## src/assert_macros.svh

```systemverilog
// Assertion macros shared by the golden-section search RTL.
`ifndef ASSERT_MACROS_SVH
`define ASSERT_MACROS_SVH
`ifndef SYNTHESIS
`define GSSC_ASSERT(name, clk, rst_n, prop) \
    name: assert property (@(posedge clk) disable iff (!rst_n) prop) \
        else $error("assertion failed");
`define GSSC_NEVER(name, clk, rst_n, expr) \
    name: assert property (@(posedge clk) disable iff (!rst_n) !(expr)) \
        else $error("forbidden condition");
`else
`define GSSC_ASSERT(name, clk, rst_n, prop)
`define GSSC_NEVER(name, clk, rst_n, expr)
`endif
`endif

```

## src/gssc_pkg.sv

```systemverilog
// Types and constants of the golden-section search controller.
package gssc_pkg;

    localparam int VW        = 32;
    localparam int ITER_W    = 16;
    localparam int TOL_W     = 16;
    localparam int TOL_FRAC  = 16;
    localparam int GOLD_FRAC = 32;
    localparam int CFG_IDX_W = 2;
    localparam int CFG_DAT_W = 16;
    localparam int PW        = 2 * VW + 1;

    // 1 - 0.61803399 in Q0.32
    localparam logic [GOLD_FRAC-1:0] GOLD_C = 32'd1640531521;

    localparam logic       FUNC_START = 1'b0;
    localparam logic       FUNC_REPLY = 1'b1;

    localparam logic [1:0] KIND_REQUEST = 2'd0;
    localparam logic [1:0] KIND_ANSWER  = 2'd1;
    localparam logic [1:0] KIND_IGNORED = 2'd2;

    localparam logic [CFG_IDX_W-1:0] CFG_FIND_MAX  = 2'd0;
    localparam logic [CFG_IDX_W-1:0] CFG_TOLERANCE = 2'd1;
    localparam logic [CFG_IDX_W-1:0] CFG_MAX_ITER  = 2'd2;

    localparam logic [TOL_W-1:0]  TOL_RESET     = 16'd66;
    localparam logic [ITER_W-1:0] MAX_IT_RESET  = 16'd100;

    typedef enum logic [2:0] {
        PH_IDLE, PH_FIRST, PH_SECOND, PH_LEFT, PH_RIGHT
    } t_phase;

    typedef enum logic [3:0] {
        ST_IDLE, ST_MID, ST_REPLY, ST_SUM, ST_TMUL, ST_DECIDE,
        ST_GDIFF, ST_GMUL, ST_GADD
    } t_state;

    typedef struct packed {
        logic                 func;
        logic signed [VW-1:0] lower_bound;
        logic signed [VW-1:0] upper_bound;
        logic signed [VW-1:0] function_value;
    } t_in_word;

    typedef struct packed {
        logic [1:0]           kind;
        logic signed [VW-1:0] point;
        logic signed [VW-1:0] best_value;
        logic [ITER_W-1:0]    iterations_done;
    } t_out_word;

endpackage

```

## src/golden_section_search_controller.sv

```systemverilog
// Start word: the midpoint request passes MID, GDIFF, GMUL and GADD.
// Reply word: a continuing step passes SUM, TMUL, DECIDE, GDIFF, GMUL and GADD,
// an answer is sent from DECIDE, the second request or ignored reply from REPLY.
// One word at a time; one shared 33x32 multiplier serves point and threshold.
// Reset (synchronous, active low) clears sequencer, search phase, output valid
// and loads the configuration registers with their reset values.
`include "assert_macros.svh"

module golden_section_search_controller
    import gssc_pkg::*;
(
    input  logic                 i_clk,
    input  logic                 i_rst_n,
    input  logic                 i_in_valid,
    output logic                 o_in_ready,
    input  t_in_word             i_in_data,
    output logic                 o_out_valid,
    input  logic                 i_out_ready,
    output t_out_word            o_out_data,
    input  logic                 i_cfg_valid,
    output logic                 o_cfg_ready,
    input  logic [CFG_IDX_W-1:0] i_cfg_index,
    input  logic [CFG_DAT_W-1:0] i_cfg_data
);

    function automatic logic better(input logic fmax,
                                    input logic signed [VW-1:0] p,
                                    input logic signed [VW-1:0] q);
        return fmax ? (p > q) : (p < q);
    endfunction

    function automatic logic [VW-1:0] mag(input logic signed [VW-1:0] x);
        return x[VW-1] ? VW'(-x) : VW'(x);
    endfunction

    t_state r_state, n_state;
    t_phase r_phase, n_phase;

    logic signed [VW-1:0] r_x0, r_x1, r_x2, r_x3, n_x0, n_x1, n_x2, n_x3;
    logic signed [VW-1:0] r_vl, r_vr, n_vl, n_vr;
    logic signed [VW-1:0] r_fval, n_fval;
    logic [ITER_W-1:0]    r_iter, n_iter;
    logic                 r_start, n_start;
    logic                 r_new_right, n_new_right;
    logic                 r_down, n_down;
    logic [VW-1:0]        r_dist, n_dist;
    logic [VW:0]          r_sum, n_sum;
    logic [VW-1:0]        r_width, n_width;
    logic [PW-1:0]        r_prod, n_prod;
    logic                 r_out_valid, n_out_valid;
    t_out_word            r_out, n_out;

    logic                 r_find_max;
    logic [TOL_W-1:0]     r_tol;
    logic [ITER_W-1:0]    r_max_it;

    logic                 in_fire, out_free;
    logic [VW:0]          mul_a;
    logic [GOLD_FRAC-1:0] mul_b;
    logic [PW-1:0]        mul_p;
    logic signed [VW-1:0] ga, gb, newp, mid_base;
    logic signed [VW:0]   gdiff, wdiff;
    logic [VW:0]          gdiff_abs, wdiff_abs, thresh;
    logic [VW-1:0]        step;
    logic                 go_on;

    assign o_in_ready  = (r_state == ST_IDLE);
    assign o_out_valid = r_out_valid;
    assign o_out_data  = r_out;
    assign o_cfg_ready = 1'b1;
    assign in_fire     = i_in_valid && o_in_ready;
    assign out_free    = !r_out_valid || i_out_ready;

    // shared multiplier
    assign mul_a = (r_state == ST_TMUL) ? r_sum : {1'b0, r_dist};
    assign mul_b = (r_state == ST_TMUL) ? GOLD_FRAC'(r_tol) : GOLD_C;
    assign mul_p = PW'(mul_a) * PW'(mul_b);

    assign ga        = r_new_right ? r_x1 : r_x2;
    assign gb        = r_new_right ? r_x3 : r_x0;
    assign gdiff     = {gb[VW-1], gb} - {ga[VW-1], ga};
    assign gdiff_abs = gdiff[VW] ? (~gdiff + 1'b1) : gdiff;
    assign step      = r_prod[GOLD_FRAC +: VW];
    assign newp      = r_down ? (ga - step) : (ga + step);

    assign wdiff     = {r_x3[VW-1], r_x3} - {r_x0[VW-1], r_x0};
    assign wdiff_abs = wdiff[VW] ? (~wdiff + 1'b1) : wdiff;
    assign mid_base  = wdiff[VW] ? r_x3 : r_x0;

    assign thresh = r_prod[TOL_FRAC +: VW + 1];
    assign go_on  = (r_iter < r_max_it) && ({1'b0, r_width} > thresh);

    always_ff @(posedge i_clk) begin
        if (!i_rst_n) begin
            r_state     <= ST_IDLE;
            r_phase     <= PH_IDLE;
            r_out_valid <= 1'b0;
        end else begin
            r_state     <= n_state;
            r_phase     <= n_phase;
            r_out_valid <= n_out_valid;
        end
    end

    always_ff @(posedge i_clk) begin
        r_x0        <= n_x0;
        r_x1        <= n_x1;
        r_x2        <= n_x2;
        r_x3        <= n_x3;
        r_vl        <= n_vl;
        r_vr        <= n_vr;
        r_fval      <= n_fval;
        r_iter      <= n_iter;
        r_start     <= n_start;
        r_new_right <= n_new_right;
        r_down      <= n_down;
        r_dist      <= n_dist;
        r_sum       <= n_sum;
        r_width     <= n_width;
        r_prod      <= n_prod;
        r_out       <= n_out;
    end

    always_ff @(posedge i_clk) begin
        if (!i_rst_n) begin
            r_find_max <= 1'b1;
            r_tol      <= TOL_RESET;
            r_max_it   <= MAX_IT_RESET;
        end else if (i_cfg_valid && o_cfg_ready) begin
            case (i_cfg_index)
                CFG_FIND_MAX:  r_find_max <= i_cfg_data[0];
                CFG_TOLERANCE: r_tol      <= TOL_W'(i_cfg_data);
                CFG_MAX_ITER:  r_max_it   <= ITER_W'(i_cfg_data);
                default: ;
            endcase
        end
    end

    always_comb begin
        n_state     = r_state;
        n_phase     = r_phase;
        n_x0        = r_x0;
        n_x1        = r_x1;
        n_x2        = r_x2;
        n_x3        = r_x3;
        n_vl        = r_vl;
        n_vr        = r_vr;
        n_fval      = r_fval;
        n_iter      = r_iter;
        n_start     = r_start;
        n_new_right = r_new_right;
        n_down      = r_down;
        n_dist      = r_dist;
        n_sum       = r_sum;
        n_width     = r_width;
        n_prod      = r_prod;
        n_out_valid = r_out_valid && !i_out_ready;
        n_out       = r_out;

        case (r_state)
            ST_IDLE: begin
                if (in_fire) begin
                    if (i_in_data.func == FUNC_START) begin
                        n_x0        = i_in_data.lower_bound;
                        n_x3        = i_in_data.upper_bound;
                        n_vl        = '0;
                        n_vr        = '0;
                        n_iter      = '0;
                        n_phase     = PH_FIRST;
                        n_start     = 1'b1;
                        n_new_right = 1'b1;
                        n_state     = ST_MID;
                    end else begin
                        n_fval  = i_in_data.function_value;
                        n_state = ST_REPLY;
                    end
                end
            end
            ST_MID: begin
                n_x1    = mid_base + VW'(wdiff_abs[VW:1]);
                n_state = ST_GDIFF;
            end
            ST_REPLY: begin
                case (r_phase)
                    PH_FIRST: begin
                        if (out_free) begin
                            n_vl        = r_fval;
                            n_phase     = PH_SECOND;
                            n_out_valid = 1'b1;
                            n_out       = '{KIND_REQUEST, r_x2, '0, '0};
                            n_state     = ST_IDLE;
                        end
                    end
                    PH_SECOND, PH_RIGHT: begin
                        n_vr    = r_fval;
                        n_state = ST_SUM;
                    end
                    PH_LEFT: begin
                        n_vl    = r_fval;
                        n_state = ST_SUM;
                    end
                    default: begin
                        if (out_free) begin
                            n_out_valid = 1'b1;
                            n_out       = '{KIND_IGNORED, '0, '0, '0};
                            n_state     = ST_IDLE;
                        end
                    end
                endcase
            end
            ST_SUM: begin
                n_sum   = {1'b0, mag(r_x1)} + {1'b0, mag(r_x2)};
                n_width = VW'(wdiff_abs);
                n_state = ST_TMUL;
            end
            ST_TMUL: begin
                n_prod  = mul_p;
                n_state = ST_DECIDE;
            end
            ST_DECIDE: begin
                if (go_on) begin
                    n_iter  = r_iter + 1'b1;
                    n_start = 1'b0;
                    if (better(r_find_max, r_vr, r_vl)) begin
                        n_x0        = r_x1;
                        n_x1        = r_x2;
                        n_vl        = r_vr;
                        n_phase     = PH_RIGHT;
                        n_new_right = 1'b1;
                    end else begin
                        n_x3        = r_x2;
                        n_x2        = r_x1;
                        n_vr        = r_vl;
                        n_phase     = PH_LEFT;
                        n_new_right = 1'b0;
                    end
                    n_state = ST_GDIFF;
                end else if (out_free) begin
                    n_phase     = PH_IDLE;
                    n_out_valid = 1'b1;
                    if (better(r_find_max, r_vl, r_vr)) begin
                        n_out = '{KIND_ANSWER, r_x1, r_vl, r_iter};
                    end else begin
                        n_out = '{KIND_ANSWER, r_x2, r_vr, r_iter};
                    end
                    n_state = ST_IDLE;
                end
            end
            ST_GDIFF: begin
                n_down  = gdiff[VW];
                n_dist  = VW'(gdiff_abs);
                n_state = ST_GMUL;
            end
            ST_GMUL: begin
                n_prod  = mul_p;
                n_state = ST_GADD;
            end
            ST_GADD: begin
                if (out_free) begin
                    if (r_new_right) begin
                        n_x2 = newp;
                    end else begin
                        n_x1 = newp;
                    end
                    n_out_valid = 1'b1;
                    n_out       = '{KIND_REQUEST, (r_start ? r_x1 : newp), '0, '0};
                    n_state     = ST_IDLE;
                end
            end
            default: begin
                n_state = ST_IDLE;
            end
        endcase
    end

    `GSSC_ASSERT(a_busy_after_accept, i_clk, i_rst_n, (i_in_valid && o_in_ready) |=> !o_in_ready)
    `GSSC_ASSERT(a_emit_to_idle, i_clk, i_rst_n, $rose(r_out_valid) |-> (r_state == ST_IDLE))
    `GSSC_ASSERT(a_sum_phase, i_clk, i_rst_n, (r_state == ST_SUM) |-> (r_phase == PH_SECOND || r_phase == PH_LEFT || r_phase == PH_RIGHT))
    `GSSC_ASSERT(a_iter_counted, i_clk, i_rst_n, (r_state == ST_GDIFF && !r_start) |-> (r_iter != '0))
    `GSSC_NEVER(a_start_phase, i_clk, i_rst_n, r_state == ST_GADD && r_start && r_phase != PH_FIRST)

endmodule

```

## config.mk

```make
export PLATFORM = sky130hd
export DESIGN_NAME = golden_section_search_controller
export DESIGN_NICKNAME = d
export VERILOG_FILES = /design/src/gssc_pkg.sv /design/src/golden_section_search_controller.sv
export VERILOG_INCLUDE_DIRS = /design/src /design/src/src
export SDC_FILE = /design/constraint.sdc
export NUM_CORES = 2
export LEC_CHECK = 0
export BUFFER_PORTS_ARGS = -buffer_cell sky130_fd_sc_hd__buf_2
export CAP_MARGIN = 20
export CORE_MARGIN = 8
export CORE_UTILIZATION = 50
export CTS_BUF_LIST = sky130_fd_sc_hd__clkbuf_2
export DETAILED_ROUTE_END_ITERATION = 16
export MAX_ROUTING_LAYER = met4
export PLACE_DENSITY = 0.66
export RECOVER_POWER = 100
export SETUP_SLACK_MARGIN = 0.15
export SYNTH_ARGS = -nofsm -noshare
export SYNTH_HDL_FRONTEND = slang
export SYNTH_SLANG_ARGS = --single-unit
```

## constraint.sdc

```tcl
create_clock -name i_clk -period 13.26 [get_ports i_clk]
set_input_delay 1.326 -clock i_clk [delete_from_list [all_inputs] [get_ports i_clk]]
set_output_delay 1.326 -clock i_clk [all_outputs]
set_load 0.005 [all_outputs]
```

======== Word-level counts from Yosys, hierarchy flattened ========
Index checks and enable logic that the tools add are counted.
storage, ports and cells
  flip-flop bits (word level) ............. 527
  logic and storage cells ................. 182
  output and inout port bits .............. 85
  input port bits ......................... 120
cells by class
  reduce and logical (&&, ||, !) cells .... 29
  $mul .................................... 1
  bitwise operators ....................... 2
  equal/unequal tests ..................... 31
  multiplexer cells ....................... 77
  order comparisons ....................... 6
  add/subtract/negate cells ............... 11
operators with widths
  kind                                                              count
  32-bit two-way mux                                                28
  82-bit two-way mux                                                5
  32-bit one-hot mux with 3 select lines                            3
  32-bit one-hot mux with 2 select lines                            4
  82-bit one-hot mux with 3 select lines                            1
  82-bit one-hot mux with 2 select lines                            1
  80-bit two-way mux                                                1
  33-bit two-way mux                                                2
  32-bit by 32-bit subtractor with 33-bit output                    2
  32-bit adder                                                      2
  32-bit greater-than comparator                                    2
  32-bit less-than comparator                                       2
  33-bit by 31-bit multiplier with 64-bit output                    1
  32-bit negation                                                   2
  16-bit two-way mux                                                3
  4-bit one-hot mux with 9 select lines                             1
  32-bit by 32-bit adder with 33-bit output                         1
  33-bit by 1-bit adder with 33-bit output (second input constant)  1
  32-bit by 33-bit greater-than comparator with 1-bit output        1
  33-bit NOT                                                        1
  32-bit by 1-bit adder with 32-bit output (second input constant)  1
  32-bit NOT                                                        1
  16-bit one-hot mux with 2 select lines                            1
  32-bit subtractor                                                 1
  other kinds (36)                                                  89

======== Depth between registers and ports, before layout ========
  word-level depth ........................ 6
  mapped depth ............................ 35

======== Least setup slack after synthesis ========
Ideal clock, no wire load.
  path kind ............................... register -> register
  start point ............................. reg r_width[10]
  end point ............................... reg r_out, in the netlist o_out_data[0] (enable)
  arrival ................................. 8396 ps
  cell stages (with the launch flop) ...... 12
  period minus slack after synthesis ...... 9050 ps
  library setup time ...................... 654 ps
  path slack .............................. 4210 ps
  cells stage by stage .................... edfxtp_1 > ha_1 > a21o_1 > a21o_1 > a21o_1 > a21o_1 > a21o_1 > a21o_1 > a221o_1 > a211oi_1 > a211oi_2 > a221oi_1
on the way
  longest elaborated chain between the ends .. 4
RTL lines
  element                                                     line                                     RTL
  from (decl)                                                 golden_section_search_controller.sv:48   logic [VW-1:0] r_width, n_width;
  from (signal assigned)                                      golden_section_search_controller.sv:119  r_width <= n_width;
  32-bit by 33-bit greater-than comparator with 1-bit output  golden_section_search_controller.sv:91   assign go_on = (r_iter < r_max_it) && ({1'b0, r_width} > thresh);
  1-bit logical AND                                           golden_section_search_controller.sv:91
  2-bit inequality test (no source line)                      n/a
  6-bit AND reduction (no source line)                        n/a
  to (signal assigned)                                        golden_section_search_controller.sv:121  r_out <= n_out;
  to (decl)                                                   golden_section_search_controller.sv:51   t_out_word r_out, n_out;
No other way between the ends.
A chain may end at the register's enable or synchronous reset.

======== Worst setup path after layout ========
  start point ............................. reg r_state[2]
  end point ............................... reg r_prod[63] (data pin)
on the way
  longest elaborated chain between the ends .. 3
RTL lines
  element                                                   line                                                                            RTL
  from (decl)                                               golden_section_search_controller.sv:36                                          t_state r_state, n_state;
  from (signal assigned)                                    golden_section_search_controller.sv:99                                          r_state <= n_state;
  4-bit by 3-bit equality test with 1-bit output *          golden_section_search_controller.sv:75, golden_section_search_controller.sv:76
  33-bit two-way mux or 31-bit two-way mux (tied branches)  golden_section_search_controller.sv:75, golden_section_search_controller.sv:76
  33-bit by 31-bit multiplier with 64-bit output *          golden_section_search_controller.sv:77                                          assign mul_p = PW'(mul_a) * PW'(mul_b);
  named net mul_p[63]                                       golden_section_search_controller.sv:60                                          logic [PW-1:0] mul_p;
  to (signal assigned)                                      golden_section_search_controller.sv:120                                         r_prod <= n_prod;
  to (decl)                                                 golden_section_search_controller.sv:49                                          logic [PW-1:0] r_prod, n_prod;
The timed path passes the listed nets; every way through them passes the cells marked *.

==> results.md <==
* IO buf count at 203
* Drt first pass iters at 9
* Final hold vios at 0
* Most common cell in the netlist: inv_1
* Initial drt markers at 4837
* Filler cell count at ~11000
* Crit-path max cell delay at between 0.9 and 1 ns
* Non-Filler Instances at 8002
* Worst Path Max Fanout at 64
* CP most frequent cell: fa_1
* Cells after DPL at 7725
* First-pass GRT wire length at between 200000 and 300000 um
* Routed Antenna Nets at 0
* Detailed Route WL at roughly 180000 um
* Pre-CTS setup slack at 2.985 ns
* Std-Cell Rows at between 100 and 150
* Sequential cell area fraction in the yosys report at 25.23%
* Final setup viols at 0
* R2R Path End: r_prod[63]
* Synth async-reset ratio at 0%
* GR Util All Layers at 28.81%
* GRT overflow at 0
* # clock sinks at 511
* CP Data Arrival Time at 12.55 ns
* Ports at 205
* Synth area leaders: edfxtp_1 (24%), fa_1 (20%), ha_1 (13%)
* H-tree lvl count at 4
* Status: finished, violations left
* Failing checks: capacitance limit, slew limit
* Max rail drop VDD at 0.2942 mV
* Top FF cell, synth: edfxtp_1
* DIE AREA at 129600 sq um
* EDFF count, synth at 470
* Worst EP required at ~14 ns
* Kind of critical path: flop to flop
* Worst r2r path cells at 32
* Initial antenna violation count at 8
* RSZ-0062 raised after global routing: no
* Setup crit end: r_prod[63]
* Cells after Synth at 6215
* Syn-to-layout area delta at 6.461%
* CTS tree: built
* Crit path from: r_state[2]
* Setup total negative slack at 0 ns
* Vias in the first global route at 47850
* Lkg Pwr at 0.02973 uW
* Clock Latency Late Sink at 1.36 ns
* Synth unique cells at just over 100
* Worst Skew at between 0.15 and 0.2 ns
* F_max at 0.08673 GHz
* R2R Setup Slk at 1.73 ns
* Nets at 7720
* Tightest Pin Transition at 3.856 ns
* CTS Buf Count at 131
* Share of cells above drive strength 1 at 7.354%
* Post-Syn Area at just under 60000 sq um
* Synth cell count leaders: inv_1 (860), nand2_1 (810), ha_1 (637)
* Max-slew violation count at around 1100
* Slew HR at -157.1%
* CP Launch Type: flop
* Final min period at 11.53 ns
* Clock tree buffer depth at 3
* PD cells at 214.5 nW/um^2
* Initial core utilization at between 50% and 60%
* Post-route setup slack at 1.730 ns
* Vias per Instance at 5.872
* # DRC at 0
* Max-cap violations at 25
* Wirelength per Cell at about 23 um
* Worst reg2reg path startpoint: r_state[2]
* Largest net degree at the start of global routing at 108
* Root buffer cell: clkbuf_2
* Total core area at 117800 sq um
* Clock-pin slew on the worst setup and hold paths at 0.11 ns
* #FFs+latches synth at 511
* Warnings from Yosys at 0
* Worst hold-check path type: input port to flop
* Synth area leader: edfxtp_1
* Critical path capture point type: flop
* DIE WIDTH at 360.0 um
* Chip height at about 360 um
* Post-synthesis area per instance at 9.523 sq um
* DP Wirelength at between 100000 and 150000 um
* GP Congestion at 0.9807
* Synth top area share at between 20% and 30%
* Period utilisation layout at roughly 87%
* CP max stage cell: clkbuf_1
* Routed vias at roughly 47000
## power by group
group	total [uW]	switching (uW)	internal, uW
sequential	2630	223	2410
combinational	9740	5780	3950
clock	1150	703	448
total	13500	6710	6810
## state kept, by name, summed over array words and instances, names as in the netlist, 3 cells and up
register    flops
r_iter         16
r_vl           32
o_out_data     82
r_x0           32
r_state         4
r_tol          16
r_x1           32
r_x3           32
r_vr           32
r_phase         3
r_max_it       16
r_width        32
r_x2           32
r_fval         32
r_prod         48
r_dist         32
r_sum          33
## routing by layer
layer	up-vias	part of all wire (%)	GRT usage [%]
li1	21350	-	-
met1	23040	42	38.53
met2	2214	45	44.20
met3	382	9.1	4.858
met4	0	3.8	10.56
met5	-	0	-
## worst min path at each step
stage / startpoint / end / slack [ns] / cells after the start
after floorplan: r_tol[6] / r_tol[6] / 0.43 / 2
after global placement: r_max_it[3] / r_max_it[3] / 0.46 / 2
after detailed placement: r_tol[13] / r_tol[13] / 0.46 / 2
after CTS: i_in_data[85] / r_x0[21] / 0.001 / 3
after global routing: i_cfg_data[9] / r_tol[9] / 0.07 / 3
final: i_cfg_data[9] / r_max_it[9] / 0.24 / 3
## per-stage QoR
stage / utilization (%) / total power [uW] / instance area [sq um] / hold WS [ns]
3_5_place_dp: 52.33 / 12110 / 61630 / 0.4619
3_3_place_gp: 52.33 / 12130 / 61630 / 0.4554
2_1_floorplan: - / 9453 / 59200 / 0.4323
6_report: 53.50 / 13520 / 63010 / 0.2368
4_1_cts: 53.71 / 13490 / 63250 / 0.001119
5_1_grt: 53.50 / 14740 / 63010 / 0.07261
## worst max-delay path: cells and delay by family, from the launching register on
kind	cells	cell delay (ns)
adder cells (fa/ha/maj)	9	4.28
AND/OR/NAND/NOR	7	1.96
flip-flops	1	0.58
buffers and inverters	8	2.38
XOR/XNOR	1	0.13
AO/OA/AOI/OAI	7	1.86
## cells in the final DEF (no fill, tap or decap), types with 41 or more instances in the layout
cell type / count
xnor2_1: 250
xor2_1: 98
clkbuf_1: 101
ha_1: 637
nand3_1: 70
o21ai_0: 283
nand2b_1: 51
nand2_1: 810
nor2b_1: 46
nor3_1: 52
and3_1: 229
inv_1: 860
buf_2: 129
nor2_1: 224
dfxtp_1: 41
edfxtp_1: 470
a21oi_1: 287
buf_4: 44
a21o_1: 193
clkbuf_2: 184
mux2i_1: 115
fa_1: 602
## cells by family after synthesis
family	share of synthesized area, %
fa+ha+maj	33.83
mux	2.611
compound gates	12.29
simple gates	13.38
buf+inv	7.456
other cells	0.01269
flops	25.23
xor+xnor	5.177
## layout make-up
class	instances	area [sq um]	area share, %
Clock inverter	47	325.3	0.5163
Sequential cell	511	14930	23.70
Timing Repair Buffer	314	1767	2.804
Inverter	860	3228	5.123
Antenna cell	7	17.52	0.02780
Multi-Input combinational cell	4543	39890	63.31
Tap cell	1536	1922	3.050
Clock buffer	184	920.9	1.462
## what timing repair did
| item | CTS | global route |
|---|---|---|
| setup endpoints to repair | 0 | 0 |
| hold buffers | 38 | 0 |
| buffers inserted | 0 | 0 |
| gates resized for setup | 0 | 0 |
| hold endpoints to repair | 38 | 0 |
No activity file was read; power rests on OpenSTA's default activity.
